`src/hw/rtl/czi_pkg.sv`:
```
package czi_pkg;

    localparam int MAX_SIDE = 512;
    localparam int MAX_COLS = 1024;

    // Widths fixed by the register and field definitions.
    localparam int PIX_W  = 8;
    localparam int COL_W  = 11;
    localparam int CNT_W  = 10;
    localparam int OUT_W  = 10;
    localparam int ADDR_W = 4;
    localparam int DATA_W = 32;

    // Window coordinates and line buffer index.
    localparam int POS_W = $clog2(MAX_SIDE);

    // Effective column limit of one image row.
    localparam int COL_CAP = (MAX_COLS < 1024) ? MAX_COLS : 1024;

    // Job queue between the front and the back.
    localparam int Q_DEPTH = 4;
    localparam int QP_W    = $clog2(Q_DEPTH);

    localparam int N_PH = 4;

    typedef enum logic [1:0] {
        REG_COLS  = 2'd0,
        REG_TOP   = 2'd1,
        REG_LEFT  = 2'd2,
        REG_SIDE  = 2'd3
    } t_reg;

    // Results of one window pixel, in emission order.
    typedef enum logic [1:0] {
        PH_DIAG   = 2'd0,
        PH_VERT   = 2'd1,
        PH_HORIZ  = 2'd2,
        PH_CENTER = 2'd3
    } t_phase;

    typedef struct packed {
        logic [COL_W-1:0] cols;
        logic [CNT_W-1:0] top;
        logic [CNT_W-1:0] left;
        logic [CNT_W-1:0] side;
    } t_cfg;

    typedef struct packed {
        logic [POS_W-1:0] r;
        logic [POS_W-1:0] c;
        logic             has_r;
        logic             has_c;
        logic             fend;
        logic [PIX_W-1:0] diag;
        logic [PIX_W-1:0] vert;
        logic [PIX_W-1:0] horiz;
        logic [PIX_W-1:0] center;
    } t_job;

    function automatic logic [PIX_W-1:0] avg2(input logic [PIX_W-1:0] a,
                                              input logic [PIX_W-1:0] b);
        logic [PIX_W:0] s;
        s = {1'b0, a} + {1'b0, b} + (PIX_W+1)'(1);
        return s[PIX_W:1];
    endfunction

endpackage

```
`src/hw/rtl/czi_back.sv`:
```
module czi_back (
    input  logic                        i_clk,
    input  logic                        i_rst_n,
    input  czi_pkg::t_job               i_job,
    input  logic                        i_q_empty,
    output logic                        o_q_pop,
    input  logic                        i_pop,
    output logic                        o_empty,
    output logic [czi_pkg::OUT_W-1:0]   o_out_row,
    output logic [czi_pkg::OUT_W-1:0]   o_out_col,
    output logic [czi_pkg::PIX_W-1:0]   o_value,
    output logic                        o_last,
    output logic                        o_frame_end
);

    logic                        r_out_valid;
    logic [czi_pkg::OUT_W-1:0]   r_out_row;
    logic [czi_pkg::OUT_W-1:0]   r_out_col;
    logic [czi_pkg::PIX_W-1:0]   r_value;
    logic                        r_last;
    logic                        r_fend;
    logic [czi_pkg::N_PH-1:0]    r_done;

    logic                        head_valid;
    logic [czi_pkg::N_PH-1:0]    exist;
    logic [czi_pkg::N_PH-1:0]    pending;
    logic [czi_pkg::N_PH-1:0]    sel_oh;
    czi_pkg::t_phase             sel;
    logic                        is_last;
    logic                        load;
    logic [czi_pkg::OUT_W-1:0]   row2;
    logic [czi_pkg::OUT_W-1:0]   col2;
    logic [czi_pkg::OUT_W-1:0]   n_out_row;
    logic [czi_pkg::OUT_W-1:0]   n_out_col;
    logic [czi_pkg::PIX_W-1:0]   n_value;

    assign head_valid = !i_q_empty;

    always_comb begin
        exist                     = '0;
        exist[czi_pkg::PH_DIAG]   = i_job.has_r && i_job.has_c;
        exist[czi_pkg::PH_VERT]   = i_job.has_r;
        exist[czi_pkg::PH_HORIZ]  = i_job.has_c;
        exist[czi_pkg::PH_CENTER] = 1'b1;
        pending = exist & ~r_done;

        priority if (pending[czi_pkg::PH_DIAG]) begin
            sel = czi_pkg::PH_DIAG;
        end else if (pending[czi_pkg::PH_VERT]) begin
            sel = czi_pkg::PH_VERT;
        end else if (pending[czi_pkg::PH_HORIZ]) begin
            sel = czi_pkg::PH_HORIZ;
        end else begin
            sel = czi_pkg::PH_CENTER;
        end

        sel_oh  = czi_pkg::N_PH'(1) << sel;
        is_last = (sel == czi_pkg::PH_CENTER);
        row2    = {i_job.r, 1'b0};
        col2    = {i_job.c, 1'b0};

        unique case (sel)
            czi_pkg::PH_DIAG: begin
                n_out_row = row2 - czi_pkg::OUT_W'(1);
                n_out_col = col2 - czi_pkg::OUT_W'(1);
                n_value   = i_job.diag;
            end
            czi_pkg::PH_VERT: begin
                n_out_row = row2 - czi_pkg::OUT_W'(1);
                n_out_col = col2;
                n_value   = i_job.vert;
            end
            czi_pkg::PH_HORIZ: begin
                n_out_row = row2;
                n_out_col = col2 - czi_pkg::OUT_W'(1);
                n_value   = i_job.horiz;
            end
            czi_pkg::PH_CENTER: begin
                n_out_row = row2;
                n_out_col = col2;
                n_value   = i_job.center;
            end
        endcase
    end

    assign load    = head_valid && (!r_out_valid || i_pop);
    assign o_q_pop = load && is_last;

    always_ff @(posedge i_clk) begin
        if (!i_rst_n) begin
            r_out_valid <= 1'b0;
            r_done      <= '0;
        end else begin
            if (load) begin
                r_out_valid <= 1'b1;
                r_done      <= is_last ? '0 : (r_done | sel_oh);
            end else if (i_pop) begin
                r_out_valid <= 1'b0;
            end
        end
    end

    always_ff @(posedge i_clk) begin
        if (load) begin
            r_out_row <= n_out_row;
            r_out_col <= n_out_col;
            r_value   <= n_value;
            r_last    <= is_last;
            r_fend    <= is_last && i_job.fend;
        end
    end

    assign o_empty     = !r_out_valid;
    assign o_out_row   = r_out_row;
    assign o_out_col   = r_out_col;
    assign o_value     = r_value;
    assign o_last      = r_last;
    assign o_frame_end = r_fend;

    a_done_needs_head: assert property (@(posedge i_clk) disable iff (!i_rst_n)
        (r_done != '0) |-> head_valid)
        else $error("emitted-result mask set with no job at the queue head");

    a_done_subset: assert property (@(posedge i_clk) disable iff (!i_rst_n)
        head_valid |-> ((r_done & ~exist) == '0) && !r_done[czi_pkg::PH_CENTER])
        else $error("emitted-result mask marks a result the job does not have");

    a_pop_gives_last: assert property (@(posedge i_clk) disable iff (!i_rst_n)
        o_q_pop |=> (r_out_valid && r_last))
        else $error("job retired without its last result in the output register");

endmodule

```
`config.mk`:
```
export PLATFORM = sky130hd
export DESIGN_NAME = czi_back
export DESIGN_NICKNAME = d
export VERILOG_FILES = /design/src/hw/rtl/czi_pkg.sv /design/src/hw/rtl/czi_back.sv
export SDC_FILE = /design/constraint.sdc
export NUM_CORES = 1
export LEC_CHECK = 0
export BUFFER_PORTS_ARGS = -buffer_cell sky130_fd_sc_hd__buf_2
export CAP_MARGIN = 20
export CORE_MARGIN = 3
export CORE_UTILIZATION = 49
export DETAILED_ROUTE_END_ITERATION = 8
export PLACE_DENSITY = 0.9
export SYNTH_ARGS = -nofsm -noshare
export SYNTH_HDL_FRONTEND = slang
export SYNTH_SLANG_ARGS = --single-unit
```
`constraint.sdc`:
```
create_clock -name i_clk -period 5.6 [get_ports i_clk]
set_input_delay 0 -clock i_clk [delete_from_list [all_inputs] [get_ports i_clk]]
set_output_delay 0 -clock i_clk [all_outputs]
set_load 0.1 [all_outputs]
```
==> results of run 1 <==
worst min path at each step:
stage / from / endpoint / slack, ns / cells after the start
finish: i_job[7] / o_value[7]$_DFFE_PP_ / 0.02 / 3
floorplan: i_rst_n / r_out_valid$_SDFFE_PN0P_ / 0.16 / 2
global route: i_job[39] / o_out_col[5]$_DFFE_PP_ / 0.009 / 2
global placement: i_rst_n / r_out_valid$_SDFFE_PN0P_ / 0.28 / 3
CTS: i_job[45] / o_out_row[2]$_DFFE_PP_ / 0.001 / 3
detailed placement: i_job[32] / o_frame_end$_DFFE_PP_ / 0.28 / 2
layout make-up:
class / count / share of cell area [%]
sequential: 34 / 39.38
clock buffer: 6 / 1.657
clock inverter: 2 / 0.3516
timing repair buffer: 109 / 26.02
inverter: 9 / 1.356
multi-input combinational: 106 / 28.93
tap: 46 / 2.310
repair_timing:
item	in CTS	in global routing
buffers inserted	0	0
hold endpoints to repair	18	1
hold buffers	18	2
worst min-delay path: stages:
cell	delay (ns)
buf_2	0.09
nand4_1	0.07
o221ai_1	0.08
cell families (layout without fill, tap and decap cells):
family / Yosys count / after routing / share of synthesized area, %
flops: 34 / 34 / 56.20
fa+ha+maj: 2 / 2 / 1.433
xor+xnor: 16 / 16 / 8.028
buf+inv: 11 / 126 / 2.653
simple gates: 60 / 60 / 19.00
compound gates: 28 / 28 / 12.69
routing by layer:
layer  part of all wire (%)  track usage, %  vias to the layer above
met3                    9.8           5.128                        9
met5                      0               0                        -
met2                     51           38.67                      101
met1                     38           25.75                      762
met4                    1.5           6.736                        0
li1                       -               -                      797
sequential cells by signal, summed over array words and instances (netlist names), named ones only:
signal / cells
o_value: 8
o_frame_end: 1
o_last: 1
r_out_valid: 1
o_out_col: 10
r_done: 1
o_out_row: 10
metrics by stage:
step	util, %	power [W]
after CTS	72.91	0.0006802
final	73.50	0.0006786
after detailed placement	66.11	0.0005463
after global routing	73.50	0.0007093
after floorplan	-	0.0004939
after global placement	66.11	0.0005434
cell usage in the layout, fill, tap and decap left out, drive strengths merged, types with 2 or more instances in the layout:
master,count
a21o,6
o21ai,4
clkbuf,6
edfxtp,30
inv,9
nor2,19
buf,89
xor2,5
dfxtp,4
and2b,3
nor4,2
nand2,7
clkinv,2
nand4,3
nand2b,2
nor2b,3
and2,2
nor3,9
dlygate4sd3,20
a222oi,6
a21oi,5
xnor2,11
nand3,5
ha,2
power groups by stage:
| stage | clock network (W) | logic, W | registers, W |
|---|---|---|---|
| 3_3_place_gp | 0 | 0.000233 | 0.000311 |
| 4_1_cts | 0.000129 | 0.000245 | 0.000306 |
| 3_5_place_dp | 0 | 0.000235 | 0.000311 |
| 6_report | 0.000125 | 0.000248 | 0.000306 |
| 2_1_floorplan | 0 | 0.0000586 | 0.000435 |
| 5_1_grt | 0.000143 | 0.000259 | 0.000307 |
==> flow_summary_export.csv, run 1 <==
group,metric,value,unit
die,design.core.area,3390,um^2
clock_network,htree_levels,2,
die,die-height,65.69,um
die,rows,21,
critical_path,slowest_stage,"nor2b_1",
yosys,async_flop_share,0,%
yosys,post_synth_inst_count,151,
critical_path,worst_ep_required_time,5.79,ns
timing,period_minus_slack,2.119,ns
critical_path,worst-r2r-cell-count,5,
clock_network,postCtsResizedCells,0,
critical_path,worstSetupStartpointType,"flip-flop",
power,net-switching-power,0.0002711,W
power,ir_drop,153.5,uV
timing,hold_vio_cnt_final,0,
clock_network,buffer_levels_on_the_longest_clock_path,2,
layout,inserted_diodes,0,
clock_network,tritoncts_num_sinks,34,
placed_design,placement.cell_area,2241,um^2
yosys,yosys.area.top_type_share,51.61,%
layout,instances_no_fill,312,
die,floorplan.initialDensity,51.50,%
routing,total_routed_wirelength,4534,um
placed_design,numPortBuffers,88,
timing,fin_worst_hold_slack,0.01761,ns
critical_path,worst_setup_path_end_kind,"flip-flop",
yosys,mappedNetlistNets,210,
yosys,synthDominantAreaCellType,"edfxtp_1",
power,p_sw_share,39.95,%
clock_network,clkTransAtPathRegs,0.10,ns
placed_design,pre_cts_ws,3.848,ns
power,static_leakage,1.106,nW
timing,drv_slew,0,
critical_path,cp.buffers_inverters,1,
global_route,grt_util_all_layers,21.76,%
yosys,synth.most_common_cell,"edfxtp_1",
layout,seq_area,980.9,um^2
timing,final.period_utilization,37.83,%
timing,max_slew.worst_pin.slew,0.8218,ns
power,power-per-cell-area,272.4,nW/um^2
timing,fin_ws,3.481,ns
yosys,ys_types,40,
routing,drc_errors,0,
yosys,largest_cells_by_area_after_synthesis,"edfxtp_1 (52%), xnor2_1 (5.5%), dfxtp_1 (4.6%), nor2_1 (4.1%), a222oi_1 (3.4%)",
critical_path,launch_instance_of_the_worst_register_to_register_path,"r_done[0]$_SDFFE_PN0P_",
run_status,run_status,"finished, final reports clean",
critical_path,crit_path_start,"r_done[0]$_SDFFE_PN0P_",
die,top_level_ports,89,
clock_network,clock_tree_from_tritoncts,"done",
routing,tritonroute_pass_1_iters,4,
critical_path,timing.reg2reg.setup_slack,3.48,ns
die,total_die_area,4315,um^2
timing,rsz_0062_raised_after_global_routing,"false",
clock_network,tritoncts.num_buffers,5,
layout,post_route_cells_drive_above_1_share,39.85,%
yosys,avg_inst_size_synth,11.56,um^2
timing,setup-violations-final,0,
global_route,grt_max_degree,35,
placed_design,hpwlAfterDp,3185,um
layout,fin_nets,324,
timing,timing.slew.headroom,45.10,%
global_route,antenna_found_initial,0,
critical_path,largest_driver_fanout_on_the_critical_path,10,
routing,drt.antenna.violating_nets,0,
layout,final_design_area_no_fill,2491,um^2
run,maxCapViolCount,0,
global_route,first_global_vias,1586,
global_route,overflow_left_after_global_routing,0,
die,die_w,65.69,um
layout,multi_input_logic_area,720.7,um^2
critical_path,critical-path-top-delay-family,"simple AND/OR/NAND/NOR gates",
yosys,synth_edf_count,30,
routing,route.detailed.vias_per_inst,5.349,
critical_path,criticalPathCategory,"flip-flop to flip-flop",
yosys,ys_seq_elements,34,
yosys,synth_commonest_cells,"edfxtp_1 (30), nor2_1 (19), xnor2_1 (11)",
critical_path,setup.worst_path.end,"o_value[3]$_DFFE_PP_",
routing,drt-initial-drc-count,174,
power,pwr-share-comb,36.5,%
critical_path,critPathMaxStageDelay,0.66,ns
global_route,global_route_wire_length_before_repair,7079,um
clock_network,ctsRootBufferMaster,"clkbuf_4",
yosys,ys_seq_area_share,56.20,%
clock_network,clkLatencyLatePin,0.32,ns
placed_design,placed_cells_incl_taps,284,
placed_design,place.gp.congestion,0.9275,
yosys,combined_area_of_all_synthesized_cells,1745,um^2
timing,finClkSkew,0.008215,ns
routing,via_count,1669,
power,p_clk_share,18.5,%
min_path,hold_class,"input port to flip-flop",
critical_path,critical_path_cell_count,5,
yosys,synthesis.yosys.warnings,0,
timing,tns,0,ns
critical_path,cp_cell_sequence,"nor2b_1 -> nand2_1 -> a21boi_0 -> a221o_1 -> dlygate4sd3_1",
yosys,synth_top_flop_cell,"edfxtp_1",
layout,area_growth,42.72,%
critical_path,critical_path_arrival,2.31,ns
layout,fillers,240,
power,power.share.sequential,45.0,%
critical_path,r2r-end,"o_value[3]$_DFFE_PP_",
routing,detail_route.wl_per_cell,14.53,um
power,power_report.internal_total,0.0004075,W
timing,fmax,472.0,MHz
No activity file was read; power rests on OpenSTA's default activity.
==> run 2: changes to the inputs <==
--- a/config.mk
+++ b/config.mk
@@ -5,12 +5,13 @@
 export SDC_FILE = /design/constraint.sdc
 export NUM_CORES = 1
 export LEC_CHECK = 0
+export ABC_AREA = 1
 export BUFFER_PORTS_ARGS = -buffer_cell sky130_fd_sc_hd__buf_2
 export CAP_MARGIN = 20
 export CORE_MARGIN = 3
-export CORE_UTILIZATION = 49
+export CORE_UTILIZATION = 42
 export DETAILED_ROUTE_END_ITERATION = 8
-export PLACE_DENSITY = 0.9
+export PLACE_DENSITY = 0.81
 export SYNTH_ARGS = -nofsm -noshare
 export SYNTH_HDL_FRONTEND = slang
 export SYNTH_SLANG_ARGS = --single-unit
==> constraint.sdc (replaced) <==
create_clock -name i_clk -period 1.88 [get_ports i_clk]
set_input_delay 0 -clock i_clk [delete_from_list [all_inputs] [get_ports i_clk]]
set_output_delay 0 -clock i_clk [all_outputs]
set_load 0.1 [all_outputs]
==> run 2 against run 1 <==
  * Setup slack got worse by 3.2 ns
  * Clock skew decreased by 0.0033 ns
  * Critical endpoint is now o_q_pop
  * Worst hold slack got worse by 0.0093 ns
==> flow_summary_export.csv, run 2 <==
group,metric,value,unit
run_status,run_status,"finished, final reports clean",
critical_path,cp_cell_sequence,"inv_1 -> nand2_1 -> nand3_2 -> nor2_2 -> buf_2",
layout,area_growth,29.61,%
critical_path,worst_ep_required_time,1.88,ns
clock_network,clock_tree_from_tritoncts,"done",
yosys,mappedNetlistNets,280,
clock_network,buffer_levels_on_the_longest_clock_path,2,
layout,final_common_cell,"buf_2",
timing,timing.slew.headroom,66.92,%
yosys,post_synth_inst_count,221,
global_route,grt_max_degree,28,
routing,detail_route.wl_per_cell,12.37,um
timing,setup-violations-final,0,
die,die_w,74.48,um
clock_network,postCtsResizedCells,0,
routing,drc_errors,0,
power,power_report.internal_total,0.001329,W
critical_path,timing.reg2reg.setup_slack,0.44,ns
global_route,grt_util_all_layers,16.38,%
yosys,ys_types,26,
critical_path,launch_instance_of_the_worst_register_to_register_path,"r_done[0]$_SDFFE_PN0P_",
min_path,hold_path_startpoint,"i_job[3]",
yosys,synth_edf_count,30,
routing,route.detailed.vias_per_inst,4.954,
die,floorplan.initialDensity,44.31,%
critical_path,r2r-end,"o_out_col[2]$_DFFE_PP_",
min_path,holdPathStages,3,
critical_path,critical_path_arrival,1.62,ns
routing,drt.antenna.violating_nets,0,
timing,finClkSkew,0.004949,ns
yosys,async_flop_share,0,%
clock_network,post_cts.repair.setup_buffers,0,
die,rows,24,
timing,max_slew.worst_pin.slew,0.4996,ns
power,p_clk_share,22.6,%
timing,tns,0,ns
power,pwr-share-comb,36.3,%
routing,tritonroute_pass_1_iters,4,
power,static_leakage,1.233,nW
clock_network,clkLatencyLatePin,0.28,ns
yosys,yosys.area.top_type_share,45.74,%
power,ir_drop,360.2,uV
timing,final.period_utilization,86.34,%
clock_network,clkTransAtPathRegs,0.07,ns
yosys,avg_inst_size_synth,8.911,um^2
timing,drv_slew,0,
global_route,antenna_found_initial,0,
clock_network,htree_levels,2,
routing,via_count,1828,
layout,inserted_diodes,0,
layout,fin_nets,375,
timing,fmax,616.0,MHz
yosys,synth_commonest_cells,"nand2_1 (56), edfxtp_1 (30), inv_1 (29)",
min_path,hold_class,"input port to flip-flop",
yosys,synth_top_flop_cell,"edfxtp_1",
timing,rsz_0062_raised_after_global_routing,"false",
power,total_power,0.002251,W
layout,mostFrequentLayoutCells,"buf_2 (88), nand2_1 (56), edfxtp_1 (30), inv_1 (29), nand3_1 (20)",
die,total_die_area,5547,um^2
timing,period_minus_slack,1.623,ns
clock_network,tritoncts_num_sinks,34,
critical_path,slowest_stage,"buf_2",
yosys,synthesis.yosys.warnings,0,
routing,drt-initial-drc-count,88,
critical_path,worst-r2r-cell-count,6,
global_route,global_route_wire_length_before_repair,6851,um
critical_path,critPathMaxStageDelay,0.43,ns
layout,fillers,394,
placed_design,place.gp.congestion,0.8208,
critical_path,worstSetupStartpointType,"flip-flop",
yosys,synthDominantAreaCellType,"edfxtp_1",
placed_design,hpwlAfterDp,3572,um
power,net-switching-power,0.0009226,W
placed_design,pre_cts_ws,0.4335,ns
clock_network,tritoncts.num_buffers,5,
power,p_sw_share,40.98,%
global_route,first_global_vias,1660,
die,die-height,74.48,um
yosys,ys_seq_elements,34,
timing,hold_vio_cnt_final,0,
yosys,largest_cells_by_area_after_synthesis,"edfxtp_1 (46%), nand2_1 (11%), nand4_1 (5.7%), inv_1 (5.5%), nand3_1 (5.1%)",
die,design.core.area,4444,um^2
critical_path,worst_setup_path_end_kind,"primary output",
yosys,combined_area_of_all_synthesized_cells,1969,um^2
clock_network,ctsRootBufferMaster,"clkbuf_8",
routing,total_routed_wirelength,4564,um
critical_path,largest_driver_fanout_on_the_critical_path,8,
die,top_level_ports,89,
global_route,overflow_left_after_global_routing,0,
timing,fin_ws,0.2567,ns
power,power.share.sequential,41.1,%
yosys,ys_seq_area_share,49.81,%
layout,post_route_cells_drive_above_1_share,36.59,%
run,maxCapViolCount,0,
power,power-per-cell-area,882.0,nW/um^2
placed_design,numPortBuffers,88,
critical_path,criticalPathCategory,"flip-flop to primary output",
yosys,synth.most_common_cell,"nand2_1",
min_path,whs_endpoint,"o_value[3]$_DFFE_PP_",
==> run 2: kinds of logic after synthesis <==
logic type | after synthesis | synth area share (%)
compound gates | 15 | 4.447
xor+xnor | 9 | 5.147
fa+ha+maj | 2 | 1.270
buf+inv | 35 | 8.386
flops | 34 | 49.81
simple gates | 126 | 30.94
==> run 2: final cells by class <==
class                           instances  area (um^2)  area share [%]
Tap cell                               52        65.06           2.549
Multi-Input combinational cell        152        825.8           32.35
Clock buffer                            6        72.57           2.843
Inverter                               30        112.6           4.412
Clock inverter                          2        10.01          0.3922
Sequential cell                        34        980.9           38.43
Timing Repair Buffer                   93        485.5           19.02
==> run 2: power by group through the flow <==
stage	Clock, W	Combinational (W)	Sequential [W]
2_1_floorplan	0	0.000232	0.00137
3_3_place_gp	0	0.000802	0.000942
3_5_place_dp	0	0.000814	0.000942
4_1_cts	0.000527	0.000820	0.000927
5_1_grt	0.000558	0.000864	0.000933
6_report	0.000509	0.000817	0.000926
==> run 2: per-stage QoR <==
| step | utilization [%] | instance area [um^2] | hold slack, ns | std cells |
|---|---|---|---|---|
| 6_report | 57.43 | 2552 | 0.008294 | 369 |
| 5_1_grt | 57.43 | 2552 | 0.01841 | 369 |
| 4_1_cts | 57.43 | 2552 | 0.006746 | 369 |
| 3_5_place_dp | 54.90 | 2440 | 0.2189 | 358 |
| 3_3_place_gp | 54.90 | 2440 | 0.2115 | 358 |
| 2_1_floorplan | - | 1972 | 0.1087 | 221 |
==> run 2: worst max path at each step <==
stage / slack, ns / end
finish: 0.26 / o_q_pop
global route: 0.14 / o_q_pop
CTS: 0.23 / o_q_pop
detailed placement: 0.43 / o_out_col[2]$_DFFE_PP_
global placement: 0.52 / o_out_row[4]$_DFFE_PP_
floorplan: 0.37 / o_frame_end$_DFFE_PP_
==> run 2: repair_timing <==
item,in CTS,in global routing
endpoints found under the hold margin,3,0
endpoints found under the setup margin,0,0
hold buffers,3,0
==> run 2: layer usage <==
metal | GRT usage, % | vias up | wire (um)
met4 | 10.08 | 0 | 135
met5 | 0 | - | 0
li1 | - | 932 | -
met2 | 28.29 | 68 | 2302
met3 | 3.108 | 14 | 286
met1 | 18.56 | 814 | 1839
==> run 2: worst max-delay path: cells and delay by family (launching register included) <==
kind,cells,cell delay (ns)
simple gates,3,0.50
buf+inv,2,0.48
flops,1,0.37
